**config.mk**
```make
export PLATFORM = sky130hd
export DESIGN_NAME = charge_port_cutoff_blink_monitor_unit
export DESIGN_NICKNAME = d
export VERILOG_FILES = /design/src/hdl/cpcbm_pkg.sv /design/src/hdl/charge_port_cutoff_blink_monitor_unit.sv /design/src/hdl/cpcbm_lane.sv /design/src/hdl/cpcbm_merge.sv
export SDC_FILE = /design/constraint.sdc
export NUM_CORES = 1
export LEC_CHECK = 0
export BUFFER_PORTS_ARGS = -buffer_cell sky130_fd_sc_hd__buf_2
export CAP_MARGIN = 30
export CORE_ASPECT_RATIO = 0.9
export CORE_UTILIZATION = 53
export DETAILED_ROUTE_END_ITERATION = 8
export PLACE_DENSITY = 0.74
export SKIP_LAST_GASP = 1
export SLEW_MARGIN = 10
export SYNTH_ARGS = -nofsm -noshare
export SYNTH_HDL_FRONTEND = slang
export SYNTH_SLANG_ARGS = --single-unit
```
**constraint.sdc**
```tcl
create_clock -name clk -period 7.3 [get_ports clk]
set_input_delay 0.365 -clock clk [delete_from_list [all_inputs] [get_ports clk]]
set_output_delay 0.365 -clock clk [all_outputs]
set_load 0.01 [all_outputs]
```
**src/hdl/cpcbm_pkg.sv**
```systemverilog
// Shared types and constants for the charge port cutoff and blink monitor.
package cpcbm_pkg;

	// Request codes carried in req_type
	localparam logic [1:0] REQ_SAMPLE = 2'd0;
	localparam logic [1:0] REQ_BLINK  = 2'd1;
	localparam logic [1:0] REQ_PRESS  = 2'd2;

	// Configuration register indexes
	localparam logic [1:0] CFG_LOW_MA  = 2'd0;
	localparam logic [1:0] CFG_CUTOFF  = 2'd1;
	localparam logic [1:0] CFG_BLINK_DIV = 2'd2;

	localparam int unsigned CFG_IDX_W  = 2;
	localparam int unsigned CFG_DATA_W = 16;

	localparam int unsigned ADC_W   = 10;
	localparam int unsigned MA_W    = 11;
	localparam int unsigned LOW_W   = 16;
	localparam int unsigned BLINK_W = 8;
	localparam int unsigned PAUSE_W = 2;
	localparam int unsigned PRESC_W = 10;
	localparam int unsigned PROD_W  = 14;

	// Number of ports that have ADC and output fields
	localparam int unsigned PORT_FIELDS = 3;

	localparam logic [MA_W-1:0]    LOW_MA_RST    = 11'd50;
	localparam logic [LOW_W-1:0]   CUTOFF_RST    = 16'd48;
	localparam logic [PRESC_W-1:0] BLINK_DIV_RST = 10'd400;
	localparam logic [PROD_W-1:0]  MA_PER_BLINK  = 14'd100;

	typedef struct packed {
		logic [1:0]       req_type;
		logic [ADC_W-1:0] adc_port0;
		logic [ADC_W-1:0] adc_port1;
		logic [ADC_W-1:0] adc_port2;
		logic [1:0]       press_port;
	} in_item_t;

	typedef struct packed {
		logic power_on_port0;
		logic power_on_port1;
		logic power_on_port2;
		logic lamp_port0;
		logic lamp_port1;
		logic lamp_port2;
	} out_item_t;

	// Per-lane command for one accepted transaction
	typedef struct packed {
		logic sample;
		logic step;
		logic press;
	} lane_ctl_t;

	typedef struct packed {
		logic [MA_W-1:0]  low_ma;
		logic [LOW_W-1:0] cutoff;
	} lane_cfg_t;

	typedef struct packed {
		logic power_on;
		logic lamp;
	} lane_stat_t;

endpackage

```
**src/hdl/charge_port_cutoff_blink_monitor_unit.sv**
```systemverilog
// Top level of the charge port cutoff and blink monitor.
// Each accepted transaction (sample tick, blink tick or switch press) updates all
// port lanes in the cycle it is accepted, and its result enters a two-entry output
// queue; when the queue was empty, the result is at its head on the next cycle. A new
// transaction can be accepted every cycle while the queue has room. One lane per port
// does the scaling, cutoff and blink sequencing; the shared blink prescaler lives
// here. Configuration writes take effect at the next edge.
module charge_port_cutoff_blink_monitor_unit #(
	parameter int unsigned NUM_PORTS = 3
) (
	input  logic                                 clk,
	input  logic                                 arst_n,
	input  logic                                 in_valid,
	output logic                                 in_ready,
	input  cpcbm_pkg::in_item_t                  in_item,
	output logic                                 out_valid,
	input  logic                                 out_ready,
	output cpcbm_pkg::out_item_t                 out_item,
	input  logic                                 cfg_we,
	input  logic [cpcbm_pkg::CFG_IDX_W-1:0]      cfg_index,
	input  logic [cpcbm_pkg::CFG_DATA_W-1:0]     cfg_data
);

	logic [cpcbm_pkg::MA_W-1:0]    low_ma_q;
	logic [cpcbm_pkg::LOW_W-1:0]   cutoff_q;
	logic [cpcbm_pkg::PRESC_W-1:0] blink_div_q;
	logic [cpcbm_pkg::PRESC_W-1:0] presc_q, presc_inc;
	logic                          accept, is_sample, is_blink, is_press, step;
	cpcbm_pkg::lane_cfg_t          lane_cfg;
	cpcbm_pkg::lane_stat_t         stat [NUM_PORTS];
	logic                          space;

	assign in_ready = space;
	assign accept   = in_valid && in_ready;

	always_comb begin
		is_sample = 1'b0;
		is_blink  = 1'b0;
		is_press  = 1'b0;
		case (in_item.req_type)
			cpcbm_pkg::REQ_SAMPLE: is_sample = accept;
			cpcbm_pkg::REQ_BLINK:  is_blink  = accept;
			cpcbm_pkg::REQ_PRESS:  is_press  = accept;
			default:               is_sample = 1'b0;
		endcase
	end

	assign presc_inc = presc_q + 1'b1;
	assign step      = is_blink && (presc_inc == blink_div_q);

	always_ff @(posedge clk or negedge arst_n) begin
		if (!arst_n) begin
			presc_q <= '0;
		end else if (is_blink) begin
			presc_q <= step ? '0 : presc_inc;
		end
	end

	always_ff @(posedge clk or negedge arst_n) begin
		if (!arst_n) begin
			low_ma_q    <= cpcbm_pkg::LOW_MA_RST;
			cutoff_q    <= cpcbm_pkg::CUTOFF_RST;
			blink_div_q <= cpcbm_pkg::BLINK_DIV_RST;
		end else if (cfg_we) begin
			case (cfg_index)
				cpcbm_pkg::CFG_LOW_MA:    low_ma_q    <= cfg_data[cpcbm_pkg::MA_W-1:0];
				cpcbm_pkg::CFG_CUTOFF:    cutoff_q    <= cfg_data[cpcbm_pkg::LOW_W-1:0];
				cpcbm_pkg::CFG_BLINK_DIV: blink_div_q <= cfg_data[cpcbm_pkg::PRESC_W-1:0];
				default:                  low_ma_q    <= low_ma_q;
			endcase
		end
	end

	assign lane_cfg.low_ma = low_ma_q;
	assign lane_cfg.cutoff = cutoff_q;

	for (genvar p = 0; p < NUM_PORTS; p++) begin : g_lane
		logic [cpcbm_pkg::ADC_W-1:0] adc;
		cpcbm_pkg::lane_ctl_t        ctl;

		if (p == 0) begin : g_adc0
			assign adc = in_item.adc_port0;
		end else if (p == 1) begin : g_adc1
			assign adc = in_item.adc_port1;
		end else if (p == 2) begin : g_adc2
			assign adc = in_item.adc_port2;
		end else begin : g_adcz
			assign adc = '0;
		end

		assign ctl.sample = is_sample;
		assign ctl.step   = step;
		assign ctl.press  = is_press && (32'(in_item.press_port) == p);

		cpcbm_lane u_lane (
			.clk       (clk),
			.arst_n    (arst_n),
			.ctl       (ctl),
			.cfg       (lane_cfg),
			.adc       (adc),
			.stat_next (stat[p])
		);
	end

	cpcbm_merge #(
		.NUM_PORTS (NUM_PORTS)
	) u_merge (
		.clk       (clk),
		.arst_n    (arst_n),
		.push      (accept),
		.stat      (stat),
		.space     (space),
		.out_valid (out_valid),
		.out_ready (out_ready),
		.out_item  (out_item)
	);

endmodule

```
**src/hdl/cpcbm_lane.sv**
```systemverilog
// One port lane: current scaling, low-current cutoff and blink-code sequencer.
module cpcbm_lane (
	input  logic                          clk,
	input  logic                          arst_n,
	input  cpcbm_pkg::lane_ctl_t          ctl,
	input  cpcbm_pkg::lane_cfg_t          cfg,
	input  logic [cpcbm_pkg::ADC_W-1:0]   adc,
	output cpcbm_pkg::lane_stat_t         stat_next
);

	logic [cpcbm_pkg::MA_W-1:0]    ma_q, ma_n;
	logic [cpcbm_pkg::LOW_W-1:0]   lc_q, lc_n;
	logic [cpcbm_pkg::BLINK_W-1:0] bc_q, bc_n;
	logic [cpcbm_pkg::PAUSE_W-1:0] pc_q, pc_n;
	logic                          en_q, en_n;
	logic                          lamp_q, lamp_n;
	logic [cpcbm_pkg::MA_W-1:0]    ma_scaled;
	logic [cpcbm_pkg::PROD_W-1:0]  blink_ma;

	// 6*adc/4 == adc + adc/2
	assign ma_scaled = cpcbm_pkg::MA_W'(adc) + cpcbm_pkg::MA_W'(adc >> 1);

	always_comb begin
		ma_n   = ma_q;
		lc_n   = lc_q;
		bc_n   = bc_q;
		pc_n   = pc_q;
		en_n   = en_q;
		lamp_n = lamp_q;
		blink_ma = '0;
		if (ctl.sample) begin
			ma_n = ma_scaled;
			if (ma_scaled < cfg.low_ma) begin
				if (lc_q != '1) begin
					lc_n = lc_q + 1'b1;
				end
				if (lc_n >= cfg.cutoff) begin
					en_n = 1'b0;
				end
			end else begin
				lc_n = '0;
			end
		end
		if (ctl.step) begin
			bc_n = bc_q + 1'b1;
			blink_ma = cpcbm_pkg::PROD_W'(bc_n[cpcbm_pkg::BLINK_W-1:1]) * cpcbm_pkg::MA_PER_BLINK;
			if (bc_n[0]) begin
				lamp_n = 1'b0;
			end else if (blink_ma <= cpcbm_pkg::PROD_W'(ma_q)) begin
				lamp_n = 1'b1;
				pc_n   = '0;
			end else begin
				if (pc_q != '1) begin
					pc_n = pc_q + 1'b1;
				end
				lamp_n = 1'b0;
				// pause of two steps ends the code
				if (pc_n[1]) begin
					bc_n = '0;
				end
			end
		end
		if (ctl.press) begin
			en_n   = 1'b1;
			lamp_n = 1'b1;
			lc_n   = '0;
		end
	end

	always_ff @(posedge clk or negedge arst_n) begin
		if (!arst_n) begin
			ma_q   <= '0;
			lc_q   <= '0;
			bc_q   <= '0;
			pc_q   <= '0;
			en_q   <= 1'b1;
			lamp_q <= 1'b1;
		end else begin
			ma_q   <= ma_n;
			lc_q   <= lc_n;
			bc_q   <= bc_n;
			pc_q   <= pc_n;
			en_q   <= en_n;
			lamp_q <= lamp_n;
		end
	end

	assign stat_next.power_on = en_n;
	assign stat_next.lamp     = lamp_n;

endmodule

```
**src/hdl/cpcbm_merge.sv**
```systemverilog
// Merges lane status into result transactions and queues them two deep.
module cpcbm_merge #(
	parameter int unsigned NUM_PORTS = 3
) (
	input  logic                   clk,
	input  logic                   arst_n,
	input  logic                   push,
	input  cpcbm_pkg::lane_stat_t  stat [NUM_PORTS],
	output logic                   space,
	output logic                   out_valid,
	input  logic                   out_ready,
	output cpcbm_pkg::out_item_t   out_item
);

	logic [cpcbm_pkg::PORT_FIELDS-1:0] pw_pad, lamp_pad;
	cpcbm_pkg::out_item_t              new_item;
	cpcbm_pkg::out_item_t              q0_q, q1_q;
	logic [1:0]                        count_q;
	logic                              pop;

	for (genvar j = 0; j < cpcbm_pkg::PORT_FIELDS; j++) begin : g_pad
		if (j < NUM_PORTS) begin : g_live
			assign pw_pad[j]   = stat[j].power_on;
			assign lamp_pad[j] = stat[j].lamp;
		end else begin : g_none
			assign pw_pad[j]   = 1'b0;
			assign lamp_pad[j] = 1'b0;
		end
	end

	always_comb begin
		new_item.power_on_port0 = pw_pad[0];
		new_item.power_on_port1 = pw_pad[1];
		new_item.power_on_port2 = pw_pad[2];
		new_item.lamp_port0     = lamp_pad[0];
		new_item.lamp_port1     = lamp_pad[1];
		new_item.lamp_port2     = lamp_pad[2];
	end

	assign out_valid = count_q != 2'd0;
	assign space     = count_q != 2'd2;
	assign pop       = out_valid && out_ready;
	assign out_item  = q0_q;

	always_ff @(posedge clk or negedge arst_n) begin
		if (!arst_n) begin
			count_q <= 2'd0;
		end else begin
			case ({push, pop})
				2'b10:   count_q <= count_q + 2'd1;
				2'b01:   count_q <= count_q - 2'd1;
				default: count_q <= count_q;
			endcase
		end
	end

	always_ff @(posedge clk) begin
		case ({push, pop})
			2'b10: begin
				if (count_q == 2'd0) begin
					q0_q <= new_item;
				end else begin
					q1_q <= new_item;
				end
			end
			2'b01: begin
				q0_q <= q1_q;
			end
			2'b11: begin
				if (count_q == 2'd1) begin
					q0_q <= new_item;
				end else begin
					q0_q <= q1_q;
					q1_q <= new_item;
				end
			end
			default: begin
				q0_q <= q0_q;
			end
		endcase
	end

`ifndef NO_ASSERTIONS
	a_count_range: assert property (@(posedge clk) disable iff (!arst_n)
		count_q != 2'd3)
		else $error("result queue count out of range");

	a_no_overfill: assert property (@(posedge clk) disable iff (!arst_n)
		push |-> count_q != 2'd2)
		else $error("push into full result queue");

	a_empty_push: assert property (@(posedge clk) disable iff (!arst_n)
		(push && count_q == 2'd0) |=> (out_valid && out_item == $past(new_item)))
		else $error("pushed result not at queue head");

	a_pop_drains: assert property (@(posedge clk) disable iff (!arst_n)
		(pop && !push && count_q == 2'd1) |=> !out_valid)
		else $error("queue not empty after last pop");
`endif

endmodule

```
-- After elaboration in Yosys (flattened, before gate mapping)
Cells that the tools add are included.
- register bits after elaboration: 178
- input bits: 57
- output and inout bits: 8
- word-level logic and storage cells: 197
- add/subtract/negate cells: 15
- $mul: 3
- order comparisons: 9
- equal/unequal tests: 24
- muxes and demuxes: 77
- bitwise gates (word level): 3
- reduce and logical (&&, ||, !) cells: 28
- operators with widths (operator ; count):
    2-to-1 mux 16 bit ; 18
    2-to-1 mux 8 bit ; 9
    adder 16 x 1 -> 16 bit (second input constant) ; 3
    >= comparator 16 bit ; 3
    inequality test 16 bit (second input constant) ; 3
    <= comparator 14 x 11 -> 1 bit ; 3
    multiplier 7 x 5 -> 12 bit (second input constant) ; 3
    adder 10 x 9 -> 11 bit ; 3
    less-than comparator 11 bit ; 3
    2-to-1 mux 2 bit ; 15
    2-to-1 mux 1 bit ; 27
    adder 8 x 1 -> 8 bit (second input constant) ; 3
    2-to-1 mux 6 bit ; 4
    case mux 6 bit (3 select lines) ; 1
    AND reduction 2 bit ; 7
    inequality test 2 bit (second input constant) ; 6
    inequality test 4 x 1 -> 1 bit (second input constant) ; 3
    case mux 6 bit (2 select lines) ; 1
    AND reduction 3 bit ; 4
    nonzero test 2 bit ; 6
    adder 10 x 1 -> 10 bit (second input constant) ; 1
    equality test 10 bit ; 1
    equality test 2 x 1 -> 1 bit (second input constant) ; 5
    equality test 2 bit (second input constant) ; 5
    other kinds (9) ; 22

-- Depth between registers and ports, before layout
Gate-level depths: netlist of run 1.
- depth in word-level cells: 11
- gate-level depth with buffers: 21

-- Modules after synthesis
From an unflattened synthesis of run 1, not the netlist that was laid out.
- cells, all modules: 1571
- area, all modules: 14754.2 sq um
- modules (own cells, without submodules) (module ; instances ; cells an instance ; area an instance (sq um)):
    cpcbm_lane at g_lane[0].u_lane ... ; 2 ; 447 ; 3912.5
    cpcbm_lane at g_lane[1].u_lane ; 1 ; 434 ; 3900.0
    charge_port_cutoff_blink_monitor_unit ; 1 ; 184 ; 2254.7
    cpcbm_merge ; 1 ; 59 ; 774.5

-- Least setup slack after synthesis of run 1
Ideal clock, no wire load.
- kind: reg2reg
- start: register g_lane[0].u_lane.bc_q[0] in the netlist's numbering
- end: register u_merge.q0_q, in the netlist u_merge.out_item[2], data pin
- library setup time: 0.132 ns
- arrival: 4.513 ns
- data required time: 7.168 ns
- setup slack: 2.655 ns
- cell stages (with the launch flop): 21
- buffers on the path: 0
- cells stage by stage: dfrtp_1 ha_1 nand3_1 xor2_1 xor2_1 ha_1 inv_1 fa_1 inv_1 ha_1 a21oi_1 xnor2_1 ha_1 and4_1 a211oi_1 o311ai_0 o21a_1 nor4_1 nand3_1 a31oi_1 a221o_1
- word-level cells in the longest chain between the ends: 9
- elaborated cells between the ends (all ways): 10
- classes of those cells: add/sub: 1; mul: 1; order compare: 1; mux: 7
- RTL lines (what ; RTL line ; RTL):
    start: declaration ; cpcbm_lane.sv:13 ; logic [cpcbm_pkg::BLINK_W-1:0] bc_q, bc_n;
    start signal: assignment ; cpcbm_lane.sv:81 ; bc_q <= bc_n;
    adder 8 x 1 -> 8 bit * ; cpcbm_lane.sv:45 ; bc_n = bc_q + 1'b1;
    multiplier 7 x 5 -> 12 bit ; cpcbm_lane.sv:46 ; blink_ma = cpcbm_pkg::PROD_W'(bc_n[cpcbm_pkg::BLINK_W-1:1]) * cpcbm_pkg::MA_PER_BLINK;
    <= comparator 14 x 11 -> 1 bit ; cpcbm_lane.sv:49 ; end else if (blink_ma <= cpcbm_pkg::PROD_W'(ma_q)) begin
    2-to-1 mux 1 bit ; cpcbm_lane.sv:49 ;
    2-to-1 mux 1 bit * ; cpcbm_lane.sv:47 ; if (bc_n[0]) begin
    2-to-1 mux 1 bit * ; cpcbm_lane.sv:44 ; if (ctl.step) begin
    2-to-1 mux 1 bit * ; cpcbm_lane.sv:63 ; if (ctl.press) begin
    2-to-1 mux 6 bit (on tied branches) ; cpcbm_merge.sv:70, cpcbm_merge.sv:60 ;
    case mux 6 bit (3 select lines) * ; cpcbm_merge.sv:58 ; case ({push, pop})
    end signal: assignment ; cpcbm_merge.sv:61 ; q0_q <= new_item;
    end signal: assignment ; cpcbm_merge.sv:71 ; q0_q <= new_item;
    end signal: assignment ; cpcbm_merge.sv:73 ; q0_q <= q1_q;
    end: declaration ; cpcbm_merge.sv:17 ; cpcbm_pkg::out_item_t q0_q, q1_q;
Every way passes the cells marked *; elsewhere a longest branch is shown, timed or not. The select of a mux whose other input is x is not followed.
A chain may end at the register's enable or synchronous reset.

-- Worst setup path in the final report of run 1
- start: register g_lane[1].u_lane.bc_q[0] in the netlist's numbering
- end: register u_merge.q0_q, in the netlist u_merge.out_item[1], data pin
- word-level cells in the longest chain between the ends: 9
- elaborated cells between the ends (all ways): 10
- classes of those cells: add/sub: 1; mul: 1; order compare: 1; mux: 7
- RTL lines (what ; RTL line):
    start: declaration ; cpcbm_lane.sv:13
    start signal: assignment ; cpcbm_lane.sv:81
    adder 8 x 1 -> 8 bit * ; cpcbm_lane.sv:45
    multiplier 7 x 5 -> 12 bit ; cpcbm_lane.sv:46
    <= comparator 14 x 11 -> 1 bit ; cpcbm_lane.sv:49
    2-to-1 mux 1 bit ; cpcbm_lane.sv:49
    2-to-1 mux 1 bit * ; cpcbm_lane.sv:47
    2-to-1 mux 1 bit * ; cpcbm_lane.sv:44
    2-to-1 mux 1 bit * ; cpcbm_lane.sv:63
    2-to-1 mux 6 bit (on tied branches) ; cpcbm_merge.sv:70, cpcbm_merge.sv:60
    case mux 6 bit (3 select lines) * ; cpcbm_merge.sv:58
Marked as above.

==> run summary, run 1 <==
Status: finished clean
Commonest non-fill, non-tap cells in the layout: ha_1, dfrtp_1, nand2_1
Final Hold Fails: 0
Gates resized, CTS repair: 0
DRT Pass-1 Iters: 5
Clock slew at reported path FFs: 0.08 ns
YS warnings: 0
Netlist cell types: 69
Post-synthesis sequential area ratio: 31.5%
RePlAce Congestion: 0.841
Hold WC Path Type: input port to flip-flop
Final Cycle Share: 80.3%
Gate Count Post-Synth: 1,549
RSZ-0062 raised after global routing: no
DRT iter0 DRCs: 710
Per-cell routed wire length: 16.5 um
Die Y: 158 um
Initial Util: 54.6%
Initial antenna violation count: 1
Clock sinks: 178
Die Area: 27,800 um2
Area of the core: 26,300 um2
Die Span X: 176 um
CP max FO: 13
Crit path max-delay cell type: nor4_1
Setup TNS: 0 ns
Synth Cell Area: 14,400 um2
MaxCap Viol Count: 0
Number of cells on the worst reg-to-reg path: 20
CTS buffer count: 17
Async SR Flop Fraction: 93.3%
Worst rel slew slack: 37.4%
Int Pwr: 2.28 mW
Total Routing Usage GR: 24.2%
Arr. time, crit path: 6.17 ns
Final instance area: 15,700 um2
Sw Ratio: 35.9%
R2r endpoint: u_merge.out_item[1]
Sequential power share: 38.7%
Placed Cells: 1,930
Vias in the first global route: 11,000
Final routed DRC violation total: 0
Net Switching: 1.27 mW
Commonest non-fill, non-tap cell in the layout: ha_1
Post-layout net count: 1,887
Most frequent cell on the critical path: ha_1
Finish-stage setup viols: 0
Clk_skew: 0.0141 ns
WS Path Type: flip-flop to flip-flop
IO Pins: 65
First-pass GRT wire length: 53,400 um
Mapped Avg Cell Area: 9.29 um2
Hold EP: cutoff_q[11]
Worst vdd ir: 0.150 mV
Detailed-placement wirelength estimate: 24,800 um
Largest net degree at the start of global routing: 66
Clk pwr share: 27.1%
CP Capture Type: flip-flop
Crit-path cells: ha_1 > nand3_1 > xor2_1 > xor2_1 > ha_1 > inv_1 > fa_1 > inv_1 > ha_1 > a21oi_1 > xnor2_1 > ha_1 > and4_1 > a211oi_1 > o311ai_0 > o21a_1 > nor4_1 > nand3_1 > a31oi_1 > a221o_1
Max H-tree Level: 4
IO buf count: 64
Comb pwr share: 34.3%
Slew Limit Fails: 0
GR Overflow Total: 0
Fmax: 0.171 GHz
Placed instance area: 15,100 um2
Origin of the critical flop-to-flop path: g_lane[1].u_lane.bc_q[0]
Root Buffer: clkbuf_16
Top FF cell, synth: dfrtp_1
Overall routed net length: 32,500 um
Min Clock Period, post-route: 5.86 ns
Critical Path RT: 7.61 ns
Worst-margin pin slew: 0.937 ns
Detail Route Antenna Nets: 0
Clk_lat worst skew: 0.44 ns
Layout Area Growth over Synthesis: 9.09%
Number of synthesized flops with an enable pin: 12
Min-Delay Path Depth: 2
Flop2flop setup slack: 1.44 ns
Fraction of layout cells with a size suffix above 1: 12.0%
Layout Cells excl Fill: 1,966
DR vias: 11,400
CP peak stage delay: 0.73 ns
CTS tree: built
Worst hold start: cfg_data[11]
Mapped Nets: 1,832
Leakage: 7.86 nW
Row count: 56
CP Launch Type: flip-flop
Via density: 5.79
Worst-case clock buffer depth: 2
Power Density: 226 nW/um2
Flops & latches, synth: 178
==> metal layers <==
layer	GRT usage [%]	vias up	routed length, um
li1	-	5623	-
met2	42.1	223	15800
met4	6.58	0	594
met5	0	-	0
met1	31.3	5489	14800
met3	3.75	39	1330
==> state kept, by name, summed over array words and instances (netlist names), 6 cells and up, named ones only <==
signal	flops
blink_div_q	10
cutoff_q	16
g_lane.u_lane.bc_q	21
g_lane.u_lane.lc_q	48
g_lane.u_lane.ma_q	33
g_lane.u_lane.pc_q	6
low_ma_q	11
presc_q	10
u_merge.out_item	6
u_merge.q1_q	6
==> worst max-delay path by stage <==
stage,end,start,depth (start not counted)
global route,u_merge.out_item[1],g_lane[1].u_lane.bc_q[0],20
global placement,u_merge.out_item[1],g_lane[1].u_lane.bc_q[0],20
detailed placement,u_merge.out_item[1],g_lane[1].u_lane.bc_q[0],20
finish,u_merge.out_item[1],g_lane[1].u_lane.bc_q[0],20
CTS,u_merge.out_item[1],g_lane[1].u_lane.bc_q[0],20
floorplan,u_merge.out_item[2],g_lane[0].u_lane.bc_q[0],20
==> synth_stat cells, types with 44 or more instances <==
cell / number / area (um2)
a21o_1: 50 / 375
nand3_1: 55 / 275
a21oi_1: 87 / 435
inv_1: 117 / 439
ha_1: 217 / 2720
nand2_1: 137 / 514
dfrtp_1: 152 / 3800
mux2_2: 44 / 495
nor2_1: 88 / 330
xnor2_1: 76 / 666
o21ai_0: 92 / 460
xor2_1: 58 / 508
==> power groups by stage <==
stage          sequential [mW]  combinational (mW)  clock, mW
6_report                  1.37                1.22      0.963
5_1_grt                   1.40                1.37       1.01
4_1_cts                   1.37                1.21      0.978
3_5_place_dp              1.39                1.20          0
3_3_place_gp              1.38                1.15          0
2_1_floorplan             1.35               0.898          0
==> what timing repair did <==
| item | CTS | global route |
|---|---|---|
| hold buffers | 1 | 0 |
| endpoints found under the hold margin | 31 | 0 |
| setup buffers | 0 | 0 |
==> metrics by stage <==
stage	total power [mW]	worst slack [ns]	utilization, %	hold slack, ns
4_1_cts	3.57	1.52	59.5	0.140
6_report	3.55	1.44	59.6	0.154
2_1_floorplan	2.25	2.65	-	0.0694
3_5_place_dp	2.59	1.66	57.2	0.315
5_1_grt	3.79	0.946	59.6	0.148
3_3_place_gp	2.53	1.78	57.1	0.311
==> area by class of cell <==
type,count,area [um2]
fillers,2276,10600
clock inverters,15,188
flip-flops and latches,178,4530
well taps,348,435
diodes,1,2.50
inverters,117,439
repair buffers,78,432
multi-input cells,1212,9240
clock buffers,17,425
==> logic make-up after synthesis <==
group / count (synthesis) / share of synthesized area (%)
DFF: 178 / 31.5
xor gates and xnor gates: 136 / 8.47
adders and majority gates: 227 / 20.2
and+or+nand+nor: 434 / 15.0
AOI/OAI and AO/OA: 365 / 16.6
muxes: 50 / 3.86
buffers and inverters: 159 / 4.34
==> worst max-delay path: cells and delay by family, from the launching register on <==
kind | cells | cell delay, ns
buffers and inverters | 2 | 0.09
adders and majority gates | 5 | 1.75
and+or+nand+nor | 4 | 1.49
DFF | 1 | 0.56
AOI/OAI and AO/OA | 6 | 1.19
xor gates and xnor gates | 3 | 0.63
No activity file was read; power rests on OpenSTA's default activity.
==> inputs of run 2 (changes only) <==
- PLACE_DENSITY: 0.74 -> 0.77
- clock period: 7.3 -> 4.9 ns (I/O delays scaled with it)
==> run summary, run 2 (synthesized netlist as in run 1, its figures left out) <==
Detail Route Antenna Nets: 0 (unchanged)
Met2 GRT Util: 42.1% (about the same)
Power Total: 5.31 mW (+49%)
Arr. time, crit path: 5.11 ns (-1.06 ns)
Final Cycle Share: 97.8% (+17 points)
Worst vdd ir: 0.194 mV (+29%)
RePlAce Congestion: 0.878 (+4.4%)
Most crowded layer after global routing: met2
Most flops, register: g_lane.u_lane.lc_q
Diodes inserted: 0 (-1)
CTS tree: built
Vias in the first global route: 11,300 (+3.0%)
Finish-stage setup viols: 0 (unchanged)
Slew Limit Fails: 0 (unchanged)
GR Overflow Total: 0 (unchanged)
Place WS: -0.0251 ns (-1.68 ns)
Crit path max-delay cell type: dfrtp_1
Commonest non-fill, non-tap cells in the layout: ha_1, dfrtp_1, nand2_1
Leakage: 7.98 nW (+1.5%)
CP peak stage delay: 0.39 ns (-0.34 ns)
Max reg flops: 48 (unchanged)
Clk_lat worst skew: 0.45 ns (about the same)
Origin of the critical flop-to-flop path: g_lane[1].u_lane.bc_q[0]
Per-cell routed wire length: 16.8 um (+1.6%)
Area of the core: 26,300 um2 (unchanged)
Critical Path RT: 5.22 ns (-2.39 ns)
Worst hold slack: 0.0238 ns (-0.130 ns)
GR met3 Demand/Resource: 3.53% (-0.21 points)
Final WS setup: 0.110 ns (-1.33 ns)
First-pass GRT wire length: 54,400 um (+2.0%)
Overall routed net length: 33,400 um (+2.8%)
MaxCap Viol Count: 0 (unchanged)
Fraction of layout cells with a size suffix above 1: 15.2% (+3.2 points)
Met1 Usage GRT: 31.1% (-0.22 points)
Setup TNS: 0 ns (unchanged)
Initial antenna violation count: 0 (-1)
Total Routing Usage GR: 24.7% (+0.51 points)
Final cell utilization of the core: 60.9% (+1.3 points)
IO buf count: 64 (unchanged)
Worst hold start: cfg_data[11]
Worst-case clock buffer depth: 2 (unchanged)
Layout Area Growth over Synthesis: 11.5%
Root Buffer: clkbuf_16
CP Capture Type: flip-flop
Min Clock Period, post-route: 4.79 ns (-1.07 ns)
Via density: 5.79 (+0.15%)
Worst-margin pin slew: 0.977 ns (+0.0406 ns)
Die Y: 158 um (unchanged)
Fmax: 0.209 GHz (+22%)
Status: finished clean
Clock sinks: 178 (unchanged)
CTS buffer count: 17 (unchanged)
DRT iter0 DRCs: 694 (-2.3%)
CP Launch Type: flip-flop
Post-layout net count: 1,912 (+1.3%)
Clk_skew: 0.00801 ns (-0.00606 ns)
DR vias: 11,500 (+1.4%)
Detailed-placement wirelength estimate: 25,200 um (+1.7%)
WS Path Type: flip-flop to flip-flop
Hold WC Path Type: input port to flip-flop
Final Hold Fails: 0 (unchanged)
Most frequent cell on the critical path: ha_1
RSZ-0062 raised after global routing: yes
Row count: 56 (unchanged)
Power Density: 331 nW/um2 (+46%)
FILL cells: 2,217 (-2.6%)
IO Pins: 65 (unchanged)
Clock slew at reported path FFs: 0.07 ns (about the same)
Setup crit start: g_lane[1].u_lane.bc_q[0]
Crit-path cells: ha_1 > buf_4 > xor2_2 > and2_1 > ha_1 > ha_1 > ha_1 > a21o_1 > a21oi_2 > xnor2_1 > ha_1 > and4_1 > a211oi_1 > o311ai_0 > o21a_1 > nor4_2 > buf_4 > nand3_2 > a31oi_1 > a221o_1
Die Span X: 176 um (unchanged)
Max H-tree Level: 4 (unchanged)
Worst rel slew slack: 34.6% (-2.8 points)
Commonest non-fill, non-tap cell in the layout: ha_1
Initial Util: 54.6% (unchanged)
Largest regs: g_lane.u_lane.lc_q (48), g_lane.u_lane.ma_q (33), g_lane.u_lane.bc_q (21)
DRT Pass-1 Iters: 5 (unchanged)
Largest net degree at the start of global routing: 77 (+17%)
CP max FO: 5 (-8)
Die Area: 27,800 um2 (unchanged)
Final routed DRC violation total: 0 (unchanged)
## run 2: cell count changes in the layout (fill, tap and decap cells not counted), sizes merged
cell	previous run	this run
diode	1	0
buf	76	102
clkbuf	18	17
inv	125	122
clkinv	3	6
## run 2: layout make-up
cell class                      instances  area [um2]  area share, %
Inverter                              117         439           2.74
Sequential cell                       178        4530           28.2
Timing Repair Buffer                  103         637           3.97
Clock buffer                           17         425           2.65
Multi-Input combinational cell       1212        9420           58.7
Tap cell                              348         435           2.71
Clock inverter                         15         156          0.975
## run 2: worst paths after layout
check                                                 to  slack [ns]  depth (start not counted)
min in group asynchronous       g_lane[1].u_lane.ma_q[8]        0.39                          2
worst min-delay path                        cutoff_q[11]        0.02                          2
worst max-delay path                 u_merge.out_item[1]        0.11                         20
worst min register to register  g_lane[0].u_lane.ma_q[0]        0.49                          2
worst max register to register       u_merge.out_item[1]        0.11                         20
max in group asynchronous                    cutoff_q[8]        3.32                          3
## run 2: per-stage QoR
| step | cells | cell area, um2 |
|---|---|---|
| finish | 1990 | 16000 |
| global placement | 1948 | 15200 |
| global route | 1990 | 16000 |
| CTS | 1984 | 15800 |
| floorplan | 1549 | 14400 |
| detailed placement | 1950 | 15200 |
## run 2: critical path, delay by kind of cell (launching register included)
family                   cells  cell delay [ns]
buffers and inverters        2             0.33
AND/OR/NAND/NOR              4             0.83
AO/OA/AOI/OAI                7             1.33
XOR/XNOR                     2             0.33
flip-flops                   1             0.39
adder cells (fa/ha/maj)      5             1.44
## run 2: layer usage
layer / part of all wire, % / up-vias
li1: - / 5684
met1: 45 / 5528
met2: 48 / 252
met3: 4.4 / 66
met4: 3.5 / 0
met5: 0 / -
## run 2: report_power, final
group	internal, mW	switching, mW	total (mW)
clock	0.756	0.632	1.39
combinational	0.816	1.06	1.87
sequential	1.83	0.208	2.04
total	3.41	1.90	5.31
## run 2: what timing repair did
action / CTS / global route
endpoints found under the hold margin: 65 / 0
hold buffers: 1 / 0
pin swaps: 0 / 6
resized for setup: 4 / 31
gates cloned: 0 / 0
setup buffers: 1 / 4
endpoints found under the setup margin: 3 / 27
